### config.mk
export PLATFORM = sky130hd
export DESIGN_NAME = thread_ready_queue_sorted_insert_core
export DESIGN_NICKNAME = d
export VERILOG_FILES = /design/src/hdl/trqsi_pkg.sv /design/src/hdl/trqsi_ram.sv /design/src/hdl/trqsi_dp.sv /design/src/hdl/trqsi_ctrl.sv /design/src/hdl/thread_ready_queue_sorted_insert_core.sv
export SDC_FILE = /design/constraint.sdc
export NUM_CORES = 1
export LEC_CHECK = 0
export BUFFER_PORTS_ARGS = -buffer_cell sky130_fd_sc_hd__clkbuf_2
export CORE_MARGIN = 4
export CORE_UTILIZATION = 55
export DETAILED_ROUTE_END_ITERATION = 8
export PLACE_DENSITY = 0.71
export RECOVER_POWER = 100
export SYNTH_ARGS = -nofsm -noshare
export SYNTH_HDL_FRONTEND = slang
export SYNTH_SLANG_ARGS = --single-unit
export TNS_END_PERCENT = 1
### constraint.sdc
create_clock -name clk -period 7.73 [get_ports clk]
set_clock_uncertainty 0.2 [all_clocks]
set_input_delay 2.319 -clock clk [delete_from_list [all_inputs] [get_ports clk]]
set_output_delay 2.319 -clock clk [all_outputs]
set_load 0.03 [all_outputs]
### src/hdl/trqsi_pkg.sv
// Shared types and constants for the thread ready queue core.
// No dependencies; imported by every module of the block but trqsi_ram.
package trqsi_pkg;

  localparam int DEPTH       = 16;
  localparam int IDX_W       = $clog2(DEPTH);
  localparam int CNT_W       = $clog2(DEPTH + 1);
  localparam int COUNT_OUT_W = 5;

  typedef enum logic [1:0] {
    FUNC_APPEND = 2'd0,
    FUNC_INSERT = 2'd1,
    FUNC_REMOVE = 2'd2
  } func_t;

  typedef struct packed {
    logic [1:0]         func;
    logic [31:0]        handle_in;
    logic signed [31:0] key_in;
  } cmd_t;

  typedef struct packed {
    logic [31:0]            handle_out;
    logic                   handle_valid;
    logic                   insert_refused;
    logic [COUNT_OUT_W-1:0] entry_count;
    logic                   queue_empty;
  } result_t;

  typedef struct packed {
    logic [31:0]        handle;
    logic signed [31:0] key;
  } entry_t;

  typedef enum logic [1:0] {
    RD_HEAD,
    RD_NEXT,
    RD_PREV,
    RD_TAIL
  } rd_sel_t;

  typedef enum logic [2:0] {
    WR_NONE,
    WR_TAIL,
    WR_FRONT,
    WR_SHIFT,
    WR_POS
  } wr_sel_t;

  typedef enum logic [1:0] {
    RES_HOLD,
    RES_PLAIN,
    RES_REFUSE,
    RES_POP
  } res_sel_t;

  typedef struct packed {
    logic     latch;
    rd_sel_t  rd_sel;
    wr_sel_t  wr_sel;
    logic     pos_load;
    res_sel_t res_sel;
  } dp_ctrl_t;

  typedef struct packed {
    logic full;
    logic empty;
    logic count_one;
    logic key_below_head;
    logic entry_not_less;
    logic scan_last;
    logic at_pos;
  } dp_stat_t;

endpackage

### src/hdl/trqsi_ram.sv
// Generic single-write, single-read RAM with registered read data.
// No dependencies.
module trqsi_ram #(
  parameter int  WIDTH = 8,
  parameter int  DEPTH = 16,
  localparam int AW    = (DEPTH > 1) ? $clog2(DEPTH) : 1
) (
  input  logic             clk,
  input  logic             we,
  input  logic [AW-1:0]    waddr,
  input  logic [WIDTH-1:0] wdata,
  input  logic [AW-1:0]    raddr,
  output logic [WIDTH-1:0] rdata
);

  logic [WIDTH-1:0] mem [DEPTH];

  always_ff @(posedge clk) begin
    if (we) begin
      mem[waddr] <= wdata;
    end
    rdata <= mem[raddr];
  end

endmodule

### src/hdl/trqsi_dp.sv
// Datapath of the thread ready queue: circular slot RAM, head and count,
// walk index, latched beat and result register. Depends on trqsi_pkg, trqsi_ram.
module trqsi_dp import trqsi_pkg::*; (
  input  logic     clk,
  input  logic     rst,
  input  cmd_t     cmd,
  input  dp_ctrl_t ctrl,
  output dp_stat_t stat,
  output result_t  result
);

  logic [IDX_W-1:0]   head;
  logic [IDX_W-1:0]   head_next;
  logic [CNT_W-1:0]   count;
  logic [CNT_W-1:0]   count_next;
  logic [IDX_W-1:0]   idx;
  logic [IDX_W-1:0]   pos;
  logic [31:0]        handle_r;
  logic signed [31:0] key_r;
  logic [31:0]        res_handle;
  logic               res_valid;
  logic               res_refused;

  logic [IDX_W-1:0]          head_dec;
  logic [IDX_W-1:0]          head_inc;
  logic [IDX_W-1:0]          rd_log;
  logic [IDX_W-1:0]          raddr;
  logic                      we;
  logic [IDX_W-1:0]          waddr;
  entry_t                    wdata;
  entry_t                    new_entry;
  entry_t                    rdata;
  logic [$bits(entry_t)-1:0] ram_rdata;

  // Logical slot to physical address, wrapping once past the end.
  function automatic logic [IDX_W-1:0] phys_of(input logic [IDX_W-1:0] base,
                                               input logic [IDX_W-1:0] ofs);
    logic [IDX_W:0] sum;
    sum = {1'b0, base} + {1'b0, ofs};
    if (sum >= (IDX_W+1)'(DEPTH)) begin
      sum = sum - (IDX_W+1)'(DEPTH);
    end
    return sum[IDX_W-1:0];
  endfunction

  assign head_dec  = (head == '0) ? IDX_W'(DEPTH - 1) : head - IDX_W'(1);
  assign head_inc  = (head == IDX_W'(DEPTH - 1)) ? '0 : head + IDX_W'(1);
  assign new_entry = '{handle: handle_r, key: key_r};
  assign rdata     = entry_t'(ram_rdata);

  always_comb begin
    case (ctrl.rd_sel)
      RD_HEAD: rd_log = '0;
      RD_NEXT: rd_log = idx + IDX_W'(1);
      RD_PREV: rd_log = idx - IDX_W'(1);
      RD_TAIL: rd_log = IDX_W'(count - CNT_W'(1));
      default: rd_log = '0;
    endcase
  end

  assign raddr = phys_of(head, rd_log);

  always_comb begin
    we         = 1'b0;
    waddr      = '0;
    wdata      = new_entry;
    head_next  = head;
    count_next = count;
    case (ctrl.wr_sel)
      WR_TAIL: begin
        we         = 1'b1;
        waddr      = phys_of(head, IDX_W'(count));
        count_next = count + CNT_W'(1);
      end
      WR_FRONT: begin
        we         = 1'b1;
        waddr      = head_dec;
        head_next  = head_dec;
        count_next = count + CNT_W'(1);
      end
      WR_SHIFT: begin
        we    = 1'b1;
        waddr = phys_of(head, idx + IDX_W'(1));
        wdata = rdata;
      end
      WR_POS: begin
        we         = 1'b1;
        waddr      = phys_of(head, pos);
        count_next = count + CNT_W'(1);
      end
      default: begin
        we = 1'b0;
      end
    endcase
    if (ctrl.res_sel == RES_POP) begin
      head_next  = head_inc;
      count_next = count - CNT_W'(1);
    end
  end

  trqsi_ram #(
    .WIDTH ($bits(entry_t)),
    .DEPTH (DEPTH)
  ) u_slots (
    .clk   (clk),
    .we    (we),
    .waddr (waddr),
    .wdata (wdata),
    .raddr (raddr),
    .rdata (ram_rdata)
  );

  always_ff @(posedge clk) begin
    if (rst) begin
      head  <= '0;
      count <= '0;
    end else begin
      head  <= head_next;
      count <= count_next;
    end
  end

  always_ff @(posedge clk) begin
    idx <= rd_log;
    if (ctrl.latch) begin
      handle_r <= cmd.handle_in;
      key_r    <= cmd.key_in;
    end
    if (ctrl.pos_load) begin
      pos <= idx;
    end
    case (ctrl.res_sel)
      RES_PLAIN: begin
        res_handle  <= '0;
        res_valid   <= 1'b0;
        res_refused <= 1'b0;
      end
      RES_REFUSE: begin
        res_handle  <= '0;
        res_valid   <= 1'b0;
        res_refused <= 1'b1;
      end
      RES_POP: begin
        res_handle  <= rdata.handle;
        res_valid   <= 1'b1;
        res_refused <= 1'b0;
      end
      default: begin
        res_handle <= res_handle;
      end
    endcase
  end

  assign stat.full           = (count == CNT_W'(DEPTH));
  assign stat.empty          = (count == '0);
  assign stat.count_one      = (count == CNT_W'(1));
  assign stat.key_below_head = (key_r < rdata.key);
  assign stat.entry_not_less = (rdata.key >= key_r);
  assign stat.scan_last      = ((CNT_W'(idx) + CNT_W'(1)) == count);
  assign stat.at_pos         = (idx == pos);

  assign result.handle_out     = res_handle;
  assign result.handle_valid   = res_valid;
  assign result.insert_refused = res_refused;
  assign result.entry_count    = COUNT_OUT_W'(count);
  assign result.queue_empty    = stat.empty;

endmodule

### src/hdl/trqsi_ctrl.sv
// Controller of the thread ready queue: sequences accept, decision, scan,
// shift and place steps. Depends on trqsi_pkg.
module trqsi_ctrl import trqsi_pkg::*; (
  input  logic       clk,
  input  logic       rst,
  input  logic       start,
  input  logic [1:0] func_in,
  input  dp_stat_t   stat,
  output dp_ctrl_t   ctrl,
  output logic       busy,
  output logic       done
);

  typedef enum logic [2:0] {
    S_IDLE,
    S_EXEC,
    S_SCAN,
    S_SHIFT,
    S_PLACE
  } state_t;

  state_t     state;
  state_t     state_next;
  logic [1:0] func;
  logic       finish;

  assign busy = (state != S_IDLE);

  always_comb begin
    ctrl.latch    = 1'b0;
    ctrl.rd_sel   = RD_HEAD;
    ctrl.wr_sel   = WR_NONE;
    ctrl.pos_load = 1'b0;
    ctrl.res_sel  = RES_HOLD;
    state_next    = state;
    finish        = 1'b0;
    case (state)
      S_IDLE: begin
        // Head read is always in flight here, so the decision step sees it.
        if (start) begin
          ctrl.latch = 1'b1;
          state_next = S_EXEC;
        end
      end
      S_EXEC: begin
        case (func)
          FUNC_APPEND: begin
            finish = 1'b1;
            if (stat.full) begin
              ctrl.res_sel = RES_REFUSE;
            end else begin
              ctrl.wr_sel  = WR_TAIL;
              ctrl.res_sel = RES_PLAIN;
            end
          end
          FUNC_INSERT: begin
            if (stat.full) begin
              finish       = 1'b1;
              ctrl.res_sel = RES_REFUSE;
            end else if (stat.empty || stat.key_below_head) begin
              finish       = 1'b1;
              ctrl.wr_sel  = WR_FRONT;
              ctrl.res_sel = RES_PLAIN;
            end else if (stat.count_one) begin
              finish       = 1'b1;
              ctrl.wr_sel  = WR_TAIL;
              ctrl.res_sel = RES_PLAIN;
            end else begin
              ctrl.rd_sel = RD_NEXT;
              state_next  = S_SCAN;
            end
          end
          FUNC_REMOVE: begin
            finish       = 1'b1;
            ctrl.res_sel = stat.empty ? RES_PLAIN : RES_POP;
          end
          default: begin
            finish       = 1'b1;
            ctrl.res_sel = RES_PLAIN;
          end
        endcase
      end
      S_SCAN: begin
        if (stat.entry_not_less) begin
          ctrl.pos_load = 1'b1;
          ctrl.rd_sel   = RD_TAIL;
          state_next    = S_SHIFT;
        end else if (stat.scan_last) begin
          finish       = 1'b1;
          ctrl.wr_sel  = WR_TAIL;
          ctrl.res_sel = RES_PLAIN;
        end else begin
          ctrl.rd_sel = RD_NEXT;
        end
      end
      S_SHIFT: begin
        ctrl.wr_sel = WR_SHIFT;
        if (stat.at_pos) begin
          state_next = S_PLACE;
        end else begin
          ctrl.rd_sel = RD_PREV;
        end
      end
      S_PLACE: begin
        finish       = 1'b1;
        ctrl.wr_sel  = WR_POS;
        ctrl.res_sel = RES_PLAIN;
      end
      default: begin
        state_next = S_IDLE;
      end
    endcase
    if (finish) begin
      state_next = S_IDLE;
    end
  end

  always_ff @(posedge clk) begin
    if (rst) begin
      state <= S_IDLE;
      done  <= 1'b0;
      func  <= '0;
    end else begin
      state <= state_next;
      done  <= finish;
      if (ctrl.latch) begin
        func <= func_in;
      end
    end
  end

endmodule

### src/hdl/thread_ready_queue_sorted_insert_core.sv
// Top level of the thread ready queue core: controller plus datapath.
// Depends on trqsi_pkg, trqsi_ctrl, trqsi_dp (and trqsi_ram below it).
//
// A beat on cmd is taken at a rising edge with start high and busy low.
// Every beat yields exactly one result beat on result, shown for a single
// cycle with done high; the receiver cannot stall, so capture it then.
// Entries live in a 16-slot circular RAM with one write and one registered
// read port; that port sets the timing. Append, remove, refusal and the
// unused code finish in the decision step. So does a sorted insert that
// lands at the head or into a queue of one entry. Otherwise it scans
// forward one slot per cycle from the second entry to its slot P, then
// moves the entries from the tail back to P one per cycle and writes the
// new entry at P; an accepted insert meets at most DEPTH - 1 entries. An
// insert whose scan runs off the end lands at the tail. busy stays high
// from accept until the cycle that shows done, and a new beat may be taken
// in that same done cycle. Slot contents need no clearing after reset; only
// entries below the count are ever used.
module thread_ready_queue_sorted_insert_core import trqsi_pkg::*; (
  input  logic    clk,
  input  logic    rst,
  input  logic    start,
  output logic    busy,
  input  cmd_t    cmd,
  output logic    done,
  output result_t result
);

  dp_ctrl_t ctrl;
  dp_stat_t stat;

  // Sequence the steps of each beat.
  trqsi_ctrl u_ctrl (
    .clk     (clk),
    .rst     (rst),
    .start   (start),
    .func_in (cmd.func),
    .stat    (stat),
    .ctrl    (ctrl),
    .busy    (busy),
    .done    (done)
  );

  // Hold the slots, head, count and result register.
  trqsi_dp u_dp (
    .clk    (clk),
    .rst    (rst),
    .cmd    (cmd),
    .ctrl   (ctrl),
    .stat   (stat),
    .result (result)
  );

endmodule

## After elaboration in Yosys (flattened, before gate mapping)

Memories as Yosys holds them, arrays and structs flattened. A register that Yosys moved wholly into a read port is not among the register bits.
Index checks and enable logic that the tools add are counted.

| operators by class | value |
|---|---|
| add/subtract/negate cells | 15 |
| magnitude comparators | 6 |
| equality and inequality tests | 28 |
| mux-type cells | 62 |
| bitwise operators | 1 |
| reductions and logical operators | 17 |

Operator list:

| kind | number |
|---|---|
| two-way mux 64 bit | 1 |
| one-hot mux 32 bit (2 select lines) | 1 |
| >= comparator 32 bit | 1 |
| < comparator 32 bit | 1 |
| two-way mux 4 bit | 8 |
| one-hot mux 4 bit (4 select lines) | 2 |
| two-way mux 3 bit | 9 |
| subtractor 4 x 1 -> 4 bit (second input constant) | 6 |
| adder 4 x 4 -> 5 bit | 4 |
| >= comparator 5 bit (second input constant) | 4 |
| two-way mux 1 bit | 20 |
| two-way mux 2 bit | 9 |
| one-hot mux 2 bit (3 select lines) | 3 |
| two-way mux 5 bit | 3 |
| one-hot mux 3 bit (5 select lines) | 1 |
| inequality test 2 bit (second input constant) | 7 |
| equality test 3 x 2 -> 1 bit (second input constant) | 4 |
| one-hot mux 3 bit (4 select lines) | 1 |
| equality test 2 bit (second input constant) | 5 |
| adder 4 x 1 -> 4 bit (second input constant) | 2 |
| AND reduction 8 bit | 1 |
| nonzero test 2 bit | 4 |
| equality test 2 x 1 -> 1 bit (second input constant) | 3 |
| equality test 3 x 1 -> 1 bit (second input constant) | 2 |
| other kinds (22) | 27 |

| word-level totals | value |
|---|---|
| register bits after elaboration | 121 |
| bits in writable memories | 1,024 |
| input bits | 69 |
| logic and storage cells | 142 |
| memories | 1 |

Memories:

| memory | depth | bits a word | read ports | clocked after Yosys merged registers in | write ports | line | source |
|---|---|---|---|---|---|---|---|
| u_dp.u_slots.mem | 16 | 64 | 1 | 1 | 1 | trqsi_ram.sv:16 | `logic [WIDTH-1:0] mem [DEPTH];` |

## Longest topological paths before layout

| logic depth | value |
|---|---|
| depth in word-level cells | 11 |
| depth in mapped cells | 22 |

## By module

A second synthesis with hierarchy kept.

| second synthesis, totals | value |
|---|---|
| cells, all modules | 2,239 |
| area total of the unflattened synthesis | 46,384.5 µm² |

By module, submodules not included:

| module | times used | cells each | area an instance (µm²) | sequential area each (µm²) |
|---|---|---|---|---|
| trqsi_ram | 1 | 1,647 | 39,581.7 | 32,030.7 |
| trqsi_dp | 1 | 537 | 6,363.6 | 3,323.2 |
| trqsi_ctrl | 1 | 55 | 439.2 | 120.1 |

## Worst setup path before layout

OpenSTA, ideal clock, no wires.

| path | value |
|---|---|
| path kind | flip-flop to flip-flop |
| from | register u_dp.key_r[14] |
| to | memory u_dp.u_slots.mem[2][0] in the netlist's numbering, enable pin |
| arrival | 5,555 ps |
| required time | 7,037 ps |
| slack | 1,481 ps |
| stages on the path, launching flop included | 11 |
| path buffers | 0 |
| clock period less this slack | 6,249 ps |
| cells stage by stage | edfxtp_1 ha_1 a21oi_2 nand2_1 a221o_1 o31a_4 nor4_1 a211oi_4 or2_2 o32ai_1 nor2b_1 |

| on the way | value |
|---|---|
| cells in the longest elaborated chain, start to end | 11 |
| elaborated cells on any way between the ends | 17 |
| those cells by class | order compare: 2; eq/ne: 4; mux: 9; reduce/logical: 2 |

RTL lines:

| element | line | source |
|---|---|---|
| start, declared | trqsi_dp.sv:19 | `logic signed [31:0] key_r;` |
| start signal, assigned | trqsi_dp.sv:127 | `key_r <= cmd.key_in;` |
| < comparator 32 bit | trqsi_dp.sv:157 | `assign stat.key_below_head = (key_r < rdata.key);` |
| logical OR 1 bit | trqsi_ctrl.sv:60 | `end else if (stat.empty \|\| stat.key_below_head) begin` |
| two-way mux 3 bit | trqsi_ctrl.sv:60 |  |
| two-way mux 5 bit | trqsi_ctrl.sv:57 | `if (stat.full) begin` |
| one-hot mux 3 bit (2 select lines) | trqsi_ctrl.sv:46 | `case (func)` |
| one-hot mux 3 bit (4 select lines) * | trqsi_ctrl.sv:37 | `case (state)` |
| equality test 3 x 1 -> 1 bit, or another cell as far along | trqsi_dp.sv:69 | `case (ctrl.wr_sel)` |
| OR reduction 4 bit (no line) | - |  |
| two-way mux 1 bit | trqsi_dp.sv:69 |  |
| two-way mux 1 bit | trqsi_ram.sv:19 | `if (we) begin` |
| two-way mux 1 bit (implied by the code) | trqsi_ram.sv:20 | `mem[waddr] <= wdata;` |
| end, declared | trqsi_ram.sv:16 |  |

Mark *: on every way between the ends. The rest lies on a longest branch, timed or not.

## Final worst setup path

| path | value |
|---|---|
| from | register u_dp.key_r[31] |
| to | memory u_dp.u_slots.mem[0][30] in the netlist's numbering, enable pin |

The elaborated chain is that of the path after synthesis.

==> results.sh <==
export IMPL_outcome="finished, violations left"
export IMPL_violations="max-capacitance violations, max-slew violations"
export IMPL_h_tree_depth=3
export IMPL_maxSlewViolCount=325
export IMPL_cap_violations=11
export IMPL_via_count=23020
export IMPL_synth_distinct_cells=78
export IMPL_r2r_end="u_dp.u_slots.mem[0][30]"
export IMPL_dp_cells=3534
export IMPL_track_usage=0.2298
export IMPL_crit_start="u_dp.key_r[31]"
export IMPL_avgRoutedWirePerCell_um=27.48
export IMPL_cts_clk_slew_worst_paths_ps=60
export IMPL_r2r_setup_slack_ps=830
export IMPL_drc=0
export IMPL_die_h_um=300.7
export IMPL_cts_buffer_depth=3
export IMPL_pre_cts_ws_ps=1607
export IMPL_post_route_period_util=0.8929
export IMPL_p_leak_uw=0.01735
export IMPL_power_uw=21380
export IMPL_clock_sinks=1209
export IMPL_area_growth_pct=12.57
export IMPL_cts_setup_buffers=0
export IMPL_finalHoldViolCount=0
export IMPL_fin_util=0.6231
export IMPL_critical_path_depth=11
export IMPL_rsz0062_at_grt="false"
export IMPL_reg2reg_depth=11
export IMPL_cts_hold_buf=0
export IMPL_clockRootBuffer="clkbuf_16"
export IMPL_max_freq_mhz=144.9
export IMPL_ys_warn_count=0
export IMPL_crit_type="reg2reg"
export IMPL_syn_nets=2438
export IMPL_dieArea_mm2=0.09044
export IMPL_r2r_start="u_dp.key_r[31]"
export IMPL_cp_slowest_cell="a211oi_1"
export IMPL_overflow=0
export IMPL_drt_total_wl_um=103200
export IMPL_grt_pass1_wl_um=153200
export IMPL_ys_ff_latch=1209
export IMPL_portBuffers=110
export IMPL_ir_drop_mv=0.2899
export IMPL_initial_core_util=0.5535
export IMPL_fill_cells=5903
export IMPL_dpl_hpwl_um=52420
export IMPL_fin_ws_ps=828.0
export IMPL_critPathArrivalTime_ps=6990
export IMPL_ant_nets=0
export IMPL_finalNetCount=2628
export IMPL_netlist_instances=2320
export IMPL_hp_class="reg2reg"
export IMPL_cts_buffers=118
export IMPL_crit_buf_inv=1
export IMPL_seq_area_frac_synth=0.7526
export IMPL_worstSetupStartpointType="register"
export IMPL_antenna_found_initial=3
export IMPL_finalSetupTns_ps=0
export IMPL_endpoint="u_dp.u_slots.mem[0][30]"
export IMPL_synth_area_per_cell_um2=20.32
export IMPL_ys_flop_type="edfxtp_1"
export IMPL_final_layout_size_suffix_gt1_frac=0.2119
export IMPL_fin_crit_ps=6902
export IMPL_firstDrtPassIters=6
export IMPL_path_cells="ha_1 -> nand4_1 -> nor4_1 -> o31a_4 -> nor4_1 -> a211oi_1 -> a21oi_1 -> or3b_1 -> o22ai_1 -> o221a_4 -> clkbuf_4"
export IMPL_rows=107
export IMPL_synth_edf_count=1126
export IMPL_grt_max_degree=68
export IMPL_coreArea_mm2=0.08515
export IMPL_powerDensity_mw_per_mm2=402.9
export IMPL_end_kind="register"
export IMPL_postSynth_asyncResetShare=0
export IMPL_die_x_um=300.7
export IMPL_cts_tree="done"
export IMPL_setup_viol=0
export IMPL_netlist_area_mm2=0.04713
export IMPL_crit_fanout=41
export IMPL_required_ps=7810
export IMPL_viasPerCell=6.132
export IMPL_clock_latency_ps=680
export IMPL_gp_congestion=0.8452
export IMPL_final_cells=3754
export IMPL_cpPeakStageDelay_ps=1330
export IMPL_cpLargestDelayFamily="compound AO/OA/AOI/OAI gates"
export IMPL_tightest_slew_ps=2619
export IMPL_grt_pass1_vias=23750
export IMPL_dr_first_iter_drc_count=2804
export IMPL_antenna_cells_inserted=0
export IMPL_max_slew_margin_rel=-0.7523
export IMPL_cp_common_cell="nor4_1"
export IMPL_post_cts_resized=0
export IMPL_num_io_pins=111
[state kept, by name, indices dropped and copies added (netlist names), 3 cells and up]
| name | flops |
|---|---|
| u_dp.head | 4 |
| u_dp.u_slots.mem | 1024 |
| u_dp.u_slots.rdata | 64 |
| u_dp.res_handle | 32 |
| u_dp.pos | 4 |
| u_dp.key_r | 32 |
| u_dp.handle_r | 32 |
| u_dp.count | 5 |
| u_ctrl.state | 3 |
| u_dp.idx | 4 |
[layer usage]
layer	routed length, um	up-vias	GRT usage	part of all wire
met5	0	-	0	0
met4	2512	0	0.06199	0.024
met3	7922	165	0.03547	0.077
met2	49840	983	0.3675	0.48
met1	42890	12080	0.3373	0.42
li1	-	9790	-	-
[Yosys cell counts (3+ instances only)]
cell type | n | area (um^2)
edfxtp_1 | 1126 | 33810
mux4_2 | 256 | 5766
mux2i_1 | 194 | 1942
nand2_1 | 150 | 563.0
dfxtp_1 | 83 | 1662
clkbuf_1 | 64 | 240.2
and2_1 | 49 | 306.5
ha_1 | 47 | 588.1
inv_1 | 45 | 168.9
o21ai_0 | 44 | 220.2
a21oi_1 | 38 | 190.2
nor2_1 | 30 | 112.6
buf_1 | 18 | 67.56
buf_2 | 17 | 85.08
xnor2_1 | 12 | 105.1
xor2_1 | 9 | 78.83
nand3_1 | 8 | 40.04
nor3_1 | 8 | 40.04
nor2b_1 | 7 | 43.79
buf_12 | 6 | 120.1
a21o_1 | 5 | 37.54
nand4_1 | 5 | 31.28
nor4_1 | 5 | 31.28
o32ai_1 | 5 | 43.79
or3_1 | 5 | 31.28
a221o_1 | 4 | 40.04
nor3b_1 | 4 | 30.03
o21ai_1 | 4 | 20.02
a211oi_1 | 3 | 22.52
nand2b_1 | 3 | 18.77
nand3b_1 | 3 | 22.52
o22ai_1 | 3 | 18.77
[stage by stage]
step	hold WS, ps	area (um^2)
floorplan	202.9	47130
global placement	320.3	49480
detailed placement	325.6	49480
CTS	345.4	53420
global route	373.4	53060
finish	347.8	53060
[layout by cell type (no fill, tap or decap), drive strengths merged, types with 4 or more instances in the layout]
cell type,count
a211oi,5
nand4,6
a21oi,40
xnor2,12
clkinvlp,8
bufinv,7
nor3,8
o32ai,5
inv,51
a21o,5
buf,32
a221o,4
nor2b,7
xor2,9
nor3b,4
ha,47
mux4,256
nor4,6
mux2i,194
o21ai,49
clkbuf,321
edfxtp,1126
nand3,8
nand2,151
and2,49
clkinv,27
dfxtp,83
or3,5
nor2,31
[cell type report]
type | count | area, um^2 | share of cell area
Sequential cell | 1209 | 35470 | 0.6686
Multi-Input combinational cell | 955 | 10950 | 0.2064
Clock buffer | 174 | 3497 | 0.06591
Tap cell | 1144 | 1431 | 0.02698
Timing Repair Buffer | 179 | 1085 | 0.02045
Clock inverter | 46 | 440.4 | 0.008301
Inverter | 47 | 176.4 | 0.003325
[report_power, final]
| group | switching (uW) | leakage (uW) | internal [uW] |
|---|---|---|---|
| clock | 2370 | 0.00192 | 3360 |
| sequential | 266 | 0.0109 | 8350 |
| combinational | 3860 | 0.00454 | 3180 |
| total | 6490 | 0.0173 | 14900 |
[cell families (layout without fill, tap and decap cells)]
logic type	Yosys count	after routing	share of synthesized area
fa+ha+maj	49	49	0.01333
flops	1209	1209	0.7526
compound gates	143	143	0.02108
buf+inv	156	446	0.01529
simple gates	290	290	0.02968
mux	452	452	0.1641
xor+xnor	21	21	0.003902
[how the worst min path moves through the flow]
stage | start | endpoint | slack (ps) | depth (start not counted)
final | u_dp.u_slots.rdata[42] | u_dp.res_handle[10] | 350 | 1
after global routing | u_dp.u_slots.rdata[38] | u_dp.res_handle[6] | 370 | 1
after CTS | u_dp.u_slots.rdata[42] | u_dp.res_handle[10] | 350 | 1
after detailed placement | u_dp.u_slots.rdata[44] | u_dp.res_handle[12] | 330 | 1
after global placement | u_dp.u_slots.rdata[42] | u_dp.res_handle[10] | 320 | 1
after floorplan | u_dp.idx[2] | u_dp.pos[2] | 200 | 0
Power figures use the tool's default switching activity.
